<file path="src/rtl/csmac_pkg.sv">
// Shared types, constants and the small modular fold for the chain-and-sum MAC.
// Used by every module of the block; depends on nothing else.
package csmac_pkg;

    localparam int WORD_W    = 32;
    localparam int RES_W     = 31;
    localparam int PROD_W    = 2 * WORD_W;
    localparam int S_DATA_W  = 2 * WORD_W;
    localparam int M_DATA_W  = 64;
    localparam int CFG_IDX_W = 2;

    localparam logic [RES_W-1:0]  MOD_P   = 31'h7FFF_FFFF;
    localparam logic [WORD_W-1:0] MIX_KEY = 32'h0E79_A9C1;

    typedef enum logic [CFG_IDX_W-1:0] {
        CFG_CHAIN_MULT = 2'd0,
        CFG_CHAIN_ADD  = 2'd1,
        CFG_SUM_MULT   = 2'd2,
        CFG_SUM_ADD    = 2'd3
    } cfg_idx_t;

    typedef enum logic [3:0] {
        ST_IDLE,
        ST_MIX_MUL,
        ST_MIX_RED,
        ST_CHN_MUL,
        ST_CHN_RED,
        ST_SUM_PREP,
        ST_SUM_MUL,
        ST_SUM_RED,
        ST_UPDATE,
        ST_CLOSE
    } state_t;

    typedef struct packed {
        logic [WORD_W-1:0] chain_mult;
        logic [WORD_W-1:0] chain_add;
        logic [WORD_W-1:0] sum_mult;
        logic [WORD_W-1:0] sum_add;
    } keys_t;

    typedef struct packed {
        logic [WORD_W-1:0] a;
        logic [WORD_W-1:0] b;
        logic [WORD_W-1:0] d;
    } mul_op_t;

    // Reduces any value below 2^33 modulo 2^31-1.
    function automatic logic [RES_W-1:0] fold_add(input logic [RES_W+1:0] x);
        logic [RES_W:0] s;
        s = {1'b0, x[RES_W-1:0]} + {{(RES_W-1){1'b0}}, x[RES_W+1:RES_W]};
        if (s >= {1'b0, MOD_P}) begin
            fold_add = RES_W'(s - {1'b0, MOD_P});
        end else begin
            fold_add = s[RES_W-1:0];
        end
    endfunction

endpackage

</file>
<file path="src/rtl/csmac_mulred.sv">
// Shared multiply-and-reduce unit: res = (a * b + d) mod 2^31-1.
// The product is registered, then folded and reduced. Depends on csmac_pkg.
module csmac_mulred (
    input  logic                        aclk,
    input  csmac_pkg::mul_op_t          op,
    output logic [csmac_pkg::RES_W-1:0] res
);
    import csmac_pkg::*;

    logic [PROD_W-1:0]   prod_reg;
    logic [PROD_W-1:0]   prod_next;
    logic [WORD_W-1:0]   d_reg;
    logic [RES_W+3:0]    fold1;
    logic [RES_W:0]      fold2;
    logic [RES_W-1:0]    res_reg;
    logic [RES_W-1:0]    res_next;

    assign prod_next = PROD_W'(op.a) * PROD_W'(op.b);

    always_comb begin
        fold1 = (RES_W+4)'(prod_reg[RES_W-1:0]) + (RES_W+4)'(prod_reg[PROD_W-1:RES_W])
              + (RES_W+4)'(d_reg);
        fold2 = (RES_W+1)'(fold1[RES_W-1:0]) + (RES_W+1)'(fold1[RES_W+3:RES_W]);
        res_next = fold_add({1'b0, fold2});
    end

    always_ff @(posedge aclk) begin
        prod_reg <= prod_next;
        d_reg    <= op.d;
        res_reg  <= res_next;
    end

    assign res = res_reg;

endmodule

</file>
<file path="src/rtl/csmac_keys.sv">
// Key register file of the MAC: four 32-bit keys written over the configuration channel.
// Depends on csmac_pkg.
module csmac_keys (
    input  logic                            aclk,
    input  logic                            aresetn,
    input  logic                            cfg_valid,
    output logic                            cfg_ready,
    input  logic [csmac_pkg::CFG_IDX_W-1:0] cfg_index,
    input  logic [csmac_pkg::WORD_W-1:0]    cfg_data,
    output csmac_pkg::keys_t                keys
);
    import csmac_pkg::*;

    keys_t keys_reg;

    assign cfg_ready = 1'b1;

    always_ff @(posedge aclk) begin
        if (!aresetn) begin
            keys_reg <= '0;
        end else if (cfg_valid && cfg_ready) begin
            case (cfg_idx_t'(cfg_index))
                CFG_CHAIN_MULT: keys_reg.chain_mult <= cfg_data;
                CFG_CHAIN_ADD:  keys_reg.chain_add  <= cfg_data;
                CFG_SUM_MULT:   keys_reg.sum_mult   <= cfg_data;
                CFG_SUM_ADD:    keys_reg.sum_add    <= cfg_data;
                default:        keys_reg            <= keys_reg;
            endcase
        end
    end

    assign keys = keys_reg;

endmodule

</file>
<file path="src/rtl/chain_and_sum_modular_mac_core.sv">
// Top level of the chain-and-sum MAC: sequencer, chain and sum state, output register.
// Depends on csmac_pkg, csmac_keys and csmac_mulred.
//
// Computes a two-word MAC modulo 2^31-1 over a stream of 32-bit word pairs. Each input
// transaction carries a pair in s_tdata when s_tuser is high and ends the message when
// s_tlast is high; the MAC then appears as one output transaction and the chain and sum
// state clears. Each pair uses the single multiply-and-reduce unit three times in
// dependent order, plus steps for accepting the transaction, the operand add and the
// state update, before the next transaction is accepted. Closing a message, with or
// without a pair, also loads the MAC output register; an empty transaction that does not
// close leaves the block idle. A finished MAC waits in that register while the next
// message is already accepted, and the next close stalls until it has been taken. Keys
// may be written only while idle.
module chain_and_sum_modular_mac_core (
    input  logic                            aclk,
    input  logic                            aresetn,
    input  logic                            s_tvalid,
    output logic                            s_tready,
    // [31:0] word_first, [63:32] word_second
    input  logic [csmac_pkg::S_DATA_W-1:0]  s_tdata,
    // [0] carries_pair
    input  logic                            s_tuser,
    input  logic                            s_tlast,
    output logic                            m_tvalid,
    input  logic                            m_tready,
    // [30:0] mac_first, [61:31] mac_second, [63:62] zero
    output logic [csmac_pkg::M_DATA_W-1:0]  m_tdata,
    input  logic                            cfg_valid,
    output logic                            cfg_ready,
    input  logic [csmac_pkg::CFG_IDX_W-1:0] cfg_index,
    input  logic [csmac_pkg::WORD_W-1:0]    cfg_data
);
    import csmac_pkg::*;

    keys_t              keys;
    mul_op_t            op;
    logic [RES_W-1:0]   res;

    state_t             state_reg;
    state_t             state_next;
    logic [WORD_W-1:0]  w0_reg;
    logic [WORD_W-1:0]  w1f_reg;
    logic               last_reg;
    logic [RES_W-1:0]   t_reg;
    logic [WORD_W-1:0]  u_reg;
    logic [RES_W-1:0]   chain_reg;
    logic [RES_W-1:0]   sum_reg;
    logic               m_valid_reg;
    logic               m_valid_next;
    logic [2*RES_W-1:0] m_data_reg;
    logic               accept;
    logic               close_go;

    csmac_keys u_keys (
        .aclk      (aclk),
        .aresetn   (aresetn),
        .cfg_valid (cfg_valid),
        .cfg_ready (cfg_ready),
        .cfg_index (cfg_index),
        .cfg_data  (cfg_data),
        .keys      (keys)
    );

    csmac_mulred u_mulred (
        .aclk (aclk),
        .op   (op),
        .res  (res)
    );

    assign accept = s_tvalid && s_tready;

    always_comb begin
        state_next = state_reg;
        case (state_reg)
            ST_IDLE: begin
                if (accept) begin
                    if (s_tuser) begin
                        state_next = ST_MIX_MUL;
                    end else if (s_tlast) begin
                        state_next = ST_CLOSE;
                    end
                end
            end
            ST_MIX_MUL:  state_next = ST_MIX_RED;
            ST_MIX_RED:  state_next = ST_CHN_MUL;
            ST_CHN_MUL:  state_next = ST_CHN_RED;
            ST_CHN_RED:  state_next = ST_SUM_PREP;
            ST_SUM_PREP: state_next = ST_SUM_MUL;
            ST_SUM_MUL:  state_next = ST_SUM_RED;
            ST_SUM_RED:  state_next = ST_UPDATE;
            ST_UPDATE:   state_next = last_reg ? ST_CLOSE : ST_IDLE;
            ST_CLOSE:    state_next = close_go ? ST_IDLE : ST_CLOSE;
            default:     state_next = ST_IDLE;
        endcase
    end

    always_comb begin
        s_tready = 1'b0;
        close_go = 1'b0;
        op       = '0;
        case (state_reg)
            ST_IDLE:    s_tready = 1'b1;
            ST_MIX_MUL: begin
                op.a = w0_reg;
                op.b = MIX_KEY;
                op.d = WORD_W'(chain_reg);
            end
            ST_CHN_MUL: begin
                op.a = WORD_W'(res);
                op.b = keys.chain_mult;
                op.d = keys.chain_add;
            end
            ST_SUM_MUL: begin
                op.a = u_reg;
                op.b = keys.sum_mult;
                op.d = keys.sum_add;
            end
            ST_CLOSE:   close_go = !m_valid_reg || m_tready;
            default:    op = '0;
        endcase
    end

    always_comb begin
        m_valid_next = m_valid_reg;
        if (close_go) begin
            m_valid_next = 1'b1;
        end else if (m_tready) begin
            m_valid_next = 1'b0;
        end
    end

    always_ff @(posedge aclk) begin
        if (!aresetn) begin
            state_reg   <= ST_IDLE;
            m_valid_reg <= 1'b0;
            chain_reg   <= '0;
            sum_reg     <= '0;
        end else begin
            state_reg   <= state_next;
            m_valid_reg <= m_valid_next;
            if (state_reg == ST_UPDATE) begin
                chain_reg <= res;
                sum_reg   <= fold_add((RES_W+2)'(sum_reg) + (RES_W+2)'(t_reg)
                                      + (RES_W+2)'(res));
            end else if (close_go) begin
                chain_reg <= '0;
                sum_reg   <= '0;
            end
        end
    end

    always_ff @(posedge aclk) begin
        if (accept) begin
            w0_reg   <= s_tdata[WORD_W-1:0];
            w1f_reg  <= WORD_W'(s_tdata[2*WORD_W-2:WORD_W]) + WORD_W'(s_tdata[2*WORD_W-1]);
            last_reg <= s_tlast;
        end
        if (state_reg == ST_SUM_PREP) begin
            t_reg <= res;
            u_reg <= w1f_reg + WORD_W'(res);
        end
        if (close_go) begin
            m_data_reg <= {fold_add((RES_W+2)'(sum_reg) + (RES_W+2)'(keys.sum_add)),
                           fold_add((RES_W+2)'(chain_reg) + (RES_W+2)'(keys.chain_add))};
        end
    end

    assign m_tvalid = m_valid_reg;
    assign m_tdata  = M_DATA_W'(m_data_reg);

endmodule

</file>
<file path="config.mk">
export PLATFORM = sky130hd
export DESIGN_NAME = chain_and_sum_modular_mac_core
export DESIGN_NICKNAME = d
export VERILOG_FILES = /design/src/rtl/csmac_pkg.sv /design/src/rtl/csmac_mulred.sv /design/src/rtl/csmac_keys.sv /design/src/rtl/chain_and_sum_modular_mac_core.sv
export SDC_FILE = /design/constraint.sdc
export NUM_CORES = 2
export LEC_CHECK = 0
export BUFFER_PORTS_ARGS = -buffer_cell sky130_fd_sc_hd__buf_2
export CORE_UTILIZATION = 65
export CTS_BUF_LIST = sky130_fd_sc_hd__clkbuf_8 sky130_fd_sc_hd__clkbuf_16
export CTS_CLUSTER_SIZE = 25
export DETAILED_ROUTE_END_ITERATION = 10
export PLACE_DENSITY = 0.9
export SYNTH_ARGS = -nofsm -noshare
export SYNTH_HDL_FRONTEND = slang
export SYNTH_SLANG_ARGS = --single-unit
</file>
<file path="constraint.sdc">
create_clock -name aclk -period 13.85 [get_ports aclk]
set_clock_uncertainty 0.15 [all_clocks]
set_input_delay 0.6925 -clock aclk [delete_from_list [all_inputs] [get_ports aclk]]
set_output_delay 0.6925 -clock aclk [all_outputs]
set_load 0.05 [all_outputs]
</file>
== Word-level counts from Yosys, hierarchy flattened ==
Cells that the tools add are included.

* Bits in registers: 512
* Input bits: 105

* $add $sub $neg: 17
* $mul: 1
* Magnitude comparators: 4
* Equal/unequal tests: 14
* Muxes and demuxes: 18
* Reduce and logical (&&, ||, !) cells: 12

{| class="wikitable"
|+ Operators by type and width
! operator !! number
|-
| 96-bit case mux with 3 select lines || 1
|-
| 31-bit two-way mux || 7
|-
| 32-bit by 31-bit greater-or-equal comparator with 1-bit output (second input constant) || 4
|-
| 31-bit subtractor (second input constant) || 4
|-
| 31-bit by 2-bit adder with 32-bit output || 3
|-
| 31-bit by 32-bit adder with 33-bit output || 2
|-
| 31-bit by 1-bit adder with 32-bit output || 2
|-
| 32-bit by 32-bit multiplier with 64-bit output || 1
|-
| 4-bit case mux with 10 select lines || 1
|-
| 35-bit by 32-bit adder with 35-bit output || 1
|-
| 31-bit by 33-bit adder with 34-bit output || 1
|-
| 32-bit by 31-bit adder with 33-bit output || 1
|-
| 31-bit by 31-bit adder with 32-bit output || 1
|-
| 31-bit by 4-bit adder with 32-bit output || 1
|-
| 32-bit by 31-bit adder with 32-bit output || 1
|-
| 4-bit two-way mux || 5
|-
| 4-bit by 3-bit == test with 1-bit output (second input constant) || 4
|-
| 2-bit AND reduction || 5
|-
| 4-bit by 2-bit == test with 1-bit output (second input constant) || 2
|-
| 4-bit == test (second input constant) || 2
|-
| 2-bit == test (second input constant) || 2
|-
| 4-bit by 1-bit == test with 1-bit output (second input constant) || 1
|-
| 4-bit logical NOT || 1
|-
| 1-bit two-way mux || 4
|-
| 8 further kinds || 9
|}

== Depth between registers and ports, before layout ==
* Depth after elaboration: 6
* Mapped depth: 55
* Gate-level depth less buffers: 53

== Modules after synthesis ==
From an unflattened synthesis, not the netlist that was laid out.

* Cells, all modules: 7295
* Area, all modules: 67207.0 um^2

{| class="wikitable"
|+ By module, submodules not included
! module !! instances !! cells each !! area an instance (um^2)
|-
| csmac_mulred || 1 || 4329 || 40208.6
|-
| chain_and_sum_modular_mac_core || 1 || 2511 || 22195.0
|-
| csmac_keys || 1 || 455 || 4803.4
|}

== Worst setup path after synthesis ==
No wires, ideal clock.

* Kind: reg-to-reg
* Start: register u_mulred.prod_reg[0]
* End: register u_mulred.res_reg[1] (netlist: u_mulred.res[1])
* Library setup time: 0.123 ns
* Data arrival time: 10.563 ns
* Required time: 13.577 ns
* Path slack: 3.014 ns
* Cell stages (with the launch flop): 53
* Buffers on the path: 2
* Path through: dfxtp_1 > ha_1 > fa_1 > a21o_1 > a21oi_1 > o21bai_1 > a21oi_1 > o21bai_1 > a21oi_1 > o21ai_0 > o221a_2 > o21a_1 > o21ai_0 > a21oi_1 > a21oi_1 > xnor2_1 > ha_1 > clkbuf_1 > [17 not listed] > and3b_1 > nand4_1 > nor2_1 > ha_1 > ha_1 > nand2_1 > inv_1 > o2111ai_1 > nor2_1 > or4b_1 > a2111oi_0 > xnor2_1 > o2111ai_1 > or4_1 > a2111o_1 > nor4b_4 > nor2_1 > mux2_1

* Cells in the longest elaborated chain, start to end: 6
* Elaborated cells on any way between the ends: 7
* Classes of those cells: 5 x add/sub; 1 x order compare; 1 x mux

{| class="wikitable"
|+ Ends and longest elaborated chain
! element !! RTL line !! text
|-
| from (decl) || csmac_mulred.sv:10 || <nowiki>logic [PROD_W-1:0] prod_reg;</nowiki>
|-
| from (signal assigned) || csmac_mulred.sv:28 || <nowiki>prod_reg <= prod_next;</nowiki>
|-
| 31-bit by 33-bit adder with 34-bit output (*) || csmac_mulred.sv:21 || <nowiki>fold1 = (RES_W+4)'(prod_reg[RES_W-1:0]) + (RES_W+4)'(prod_reg[PROD_W-1:RES_W])</nowiki>
|-
| 35-bit by 32-bit adder with 35-bit output (*) || csmac_mulred.sv:22 || <nowiki>+ (RES_W+4)'(d_reg);</nowiki>
|-
| 31-bit by 4-bit adder with 32-bit output (*) || csmac_mulred.sv:23 || <nowiki>fold2 = (RES_W+1)'(fold1[RES_W-1:0]) + (RES_W+1)'(fold1[RES_W+3:RES_W]);</nowiki>
|-
| 31-bit by 1-bit adder with 32-bit output (*) || csmac_pkg.sv:51 || <nowiki>s = {1'b0, x[RES_W-1:0]} + {{(RES_W-1){1'b0}}, x[RES_W+1:RES_W]};</nowiki>
|-
| 31-bit subtractor / 32-bit by 31-bit greater-or-equal comparator with 1-bit output (equally long branches) || csmac_pkg.sv:53, csmac_pkg.sv:52 ||
|-
| 31-bit two-way mux (*) || csmac_pkg.sv:52 || <nowiki>if (s >= {1'b0, MOD_P}) begin</nowiki>
|-
| named net u_mulred.res_next[1] || csmac_mulred.sv:16 || <nowiki>logic [RES_W-1:0] res_next;</nowiki>
|-
| to (signal assigned) || csmac_mulred.sv:30 || <nowiki>res_reg <= res_next;</nowiki>
|-
| to (decl) || csmac_mulred.sv:15 || <nowiki>logic [RES_W-1:0] res_reg;</nowiki>
|}

The timed path passes the listed nets; every way through them passes the cells marked *.
A chain may end at the register's enable or synchronous reset.

== Worst setup path in the final report ==
Same ends and word-level chain as after synthesis.

==> results_dict.tcl <==
set metrics [dict create \
    die_area_um2 102000 \
    antenna_found_initial 30 \
    min_path_type "input pin to flop" \
    cpPeakStageDelay_ps 590 \
    path_max_fanout 12 \
    drv_cap 0 \
    status "finished, final reports clean" \
    multiInputGateArea_um2 48200 \
    clock_sinks 512 \
    worst_pin_slew_ps 1320 \
    antenna_left 0 \
    final_cell_area_um2 69900 \
    track_usage_pct 42.5 \
    die_x_um 320 \
    worstReg2RegEnd "u_mulred.res[1]" \
    final_common_cell "nand2_1" \
    cts_tree "done" \
    reg2regPathDepth 51 \
    path_class "flop to flop" \
    route.vias.total 56700 \
    postPlaceCellArea_um2 68000 \
    finalCritPeriodShare_pct 92.4 \
    grt_pass1_vias 57500 \
    htreeDepth 2 \
    synth_edf_count 190 \
    largest_register_ffs 128 \
    cp_num_buf_inv 2 \
    insertion_delay_ps 670 \
    ys_warn_count 0 \
    cts_made_buffers 54 \
    drc 0 \
    grt_pass1_wl_mm 330 \
    top_usage_layer "met2" \
    cp_slowest_cell "or4b_1" \
    numPortBuffers 168 \
    holdPathEnd "w0_reg[3]" \
    crit_path_end_kind "flop" \
    floorplan.initialDensity_pct 65.6 \
    fp-row-count 116 \
    cellPowerDensity_nw_per_um2 140 \
    grt_use_met1_pct 53.6 \
    ir_drop_uv 193 \
    grt_setup_unrepaired "no" \
    overflow 0 \
    use_met2_pct 63.3 \
    p_leak_uw 0.0320 \
    post-route-min-period_ps 12800 \
    min-delay-start "s_tdata[3]" \
    place.detailed.hpwl_mm 169 \
    ctsHoldBuffers 0 \
    max_freq_ghz 0.0781 \
    path_clk_slew_ps 60 \
    r2r_start "u_mulred.prod_reg[0]" \
    hold_viol 0 \
    most-common-layout-cells "nand2_1, inv_1, fa_1, ha_1, nor2_1" \
    slew_violations 0 \
    drtIter0Drc 6464 \
    cts_buffer_depth 3 \
    syn_area_um2 65600 \
    via_per_inst 6.37 \
    core_um2 100000 \
    syn2layout_area_growth_pct 6.66 \
    avgSynthCellArea_um2 8.74 \
    arrival_ps 13210 \
    ios 172 \
    start_kind "flop" \
    postSynthCellCount 7501 \
    dr.pass1.iters 9 \
    crit_required_ps 14250 \
    seqCellArea_um2 12200 \
    yosysSeqAreaShare_pct 18.5 \
    crit_path_frequent_cell "a21oi_1" \
    fill_cells 7176 \
    die_h_um 320 \
    setup_viol 0 \
    grt_max_degree 108 \
    drive_gt1_share_pct 6.78 \
    synthArstFlopShare_pct 0 \
    drt-total-wl_mm 216 \
    root_buffer "clkbuf_16" \
    hold_depth 1 \
    synth.distinct_cells 110 \
    drt-wirelength-per-cell_um 24.3 \
    met3_usage_pct 13.0 \
    routabilityCongestion 1.07 \
    ys_ff_latch 512 \
    fin_nets 9049 \
    setup_tns_ps 0 \
    timing.slew.headroom_pct 12.0 \
    critical_path.top_delay_family "compound AO/OA/AOI/OAI gates" \
    synth_ff_type "dfxtp_1" \
    rrSetupSlack_ps 1050 \
]
==> synth_stat cells (all sizes together), types with 24 or more instances <==
cell | instances | area share, %
ha | 468 | 8.9
a22oi | 48 | 0.55
nand4 | 46 | 0.44
or3 | 31 | 0.30
nor4 | 32 | 0.37
o21ai | 262 | 2.0
o21a | 55 | 0.63
a211oi | 44 | 0.52
nor3 | 100 | 0.80
a21boi | 135 | 1.6
o21bai | 36 | 0.41
nand3 | 126 | 0.98
a31oi | 31 | 0.30
mux2i | 80 | 1.2
and2 | 136 | 1.3
a21o | 103 | 1.2
nand2b | 42 | 0.40
nand2 | 1364 | 7.8
nor2 | 425 | 2.4
buf | 24 | 0.19
a21oi | 221 | 1.7
and3 | 40 | 0.38
dfxtp | 322 | 9.8
fa | 937 | 29
inv | 1140 | 6.5
nor2b | 71 | 0.68
clkbuf | 286 | 1.6
xor2 | 117 | 1.6
xnor2 | 267 | 3.6
edfxtp | 190 | 8.7
==> per-stage QoR <==
step	util (%)	setup WS (ps)	power, uW	instances	hold WS (ps)
after floorplan	-	3010	5960	7502	288
after CTS	69.9	774	9570	8882	48.6
after global placement	68.0	984	7770	8780	298
after detailed placement	68.0	847	7960	8780	302
after global routing	69.9	184	10300	8888	59.9
final	69.9	1050	9780	8893	62.5
==> worst reg2reg max path: cells and delay by family, from the launching register on <==
family,cells,cell delay (ps)
multiplexers,1,350
adder cells (fa/ha/maj),7,2080
buffers and inverters,2,320
flip-flops,1,300
AO/OA/AOI/OAI,25,5460
XOR/XNOR,2,360
AND/OR/NAND/NOR,14,3700
==> how the worst max path moves through the flow <==
stage,from,slack (ps),cells after the start,to
2_1_floorplan,u_mulred.prod_reg[0],3010,52,u_mulred.res[1]
4_1_cts,u_mulred.prod_reg[0],770,49,u_mulred.res[1]
3_5_place_dp,u_mulred.prod_reg[0],850,49,u_mulred.res[1]
3_3_place_gp,u_mulred.prod_reg[8],980,49,u_mulred.res[1]
6_report,u_mulred.prod_reg[0],1050,51,u_mulred.res[1]
5_1_grt,u_mulred.prod_reg[8],180,52,u_mulred.res[1]
==> layer usage <==
metal / wire length [um] / vias up
li1: - / 24300
met1: 77200 / 27500
met2: 92600 / 3816
met3: 29100 / 1017
met4: 16900 / 30
met5: 201 / -
==> cells by family after synthesis <==
logic type	synth area share (%)
fa+ha+maj	37.6
flops	18.5
other cells	0.0115
buf+inv	8.35
simple gates	17.3
xor+xnor	5.20
compound gates	11.7
mux	1.34
==> final cells by class <==
cell class,instances,share of cell area (%)
clock buffers,63,2.16
well taps,1298,2.32
flip-flops and latches,512,17.4
inverters,1140,6.12
multi-input cells,5540,68.9
repair buffers,291,2.56
clock inverters,39,0.540
diodes,10,0.0358
==> power breakdown <==
part | leakage [uW] | switching, uW | internal (uW) | total, uW
registers | 0.00438 | 270 | 1850 | 2120
logic | 0.0267 | 4080 | 2020 | 6100
clock network | 0.000955 | 685 | 880 | 1570
==> repair_timing <==
item / CTS / global route
endpoints found under the setup margin: 0 / 30
setup buffers: 0 / 1
gates resized for setup: 0 / 2
No activity file was read; power rests on OpenSTA's default activity.
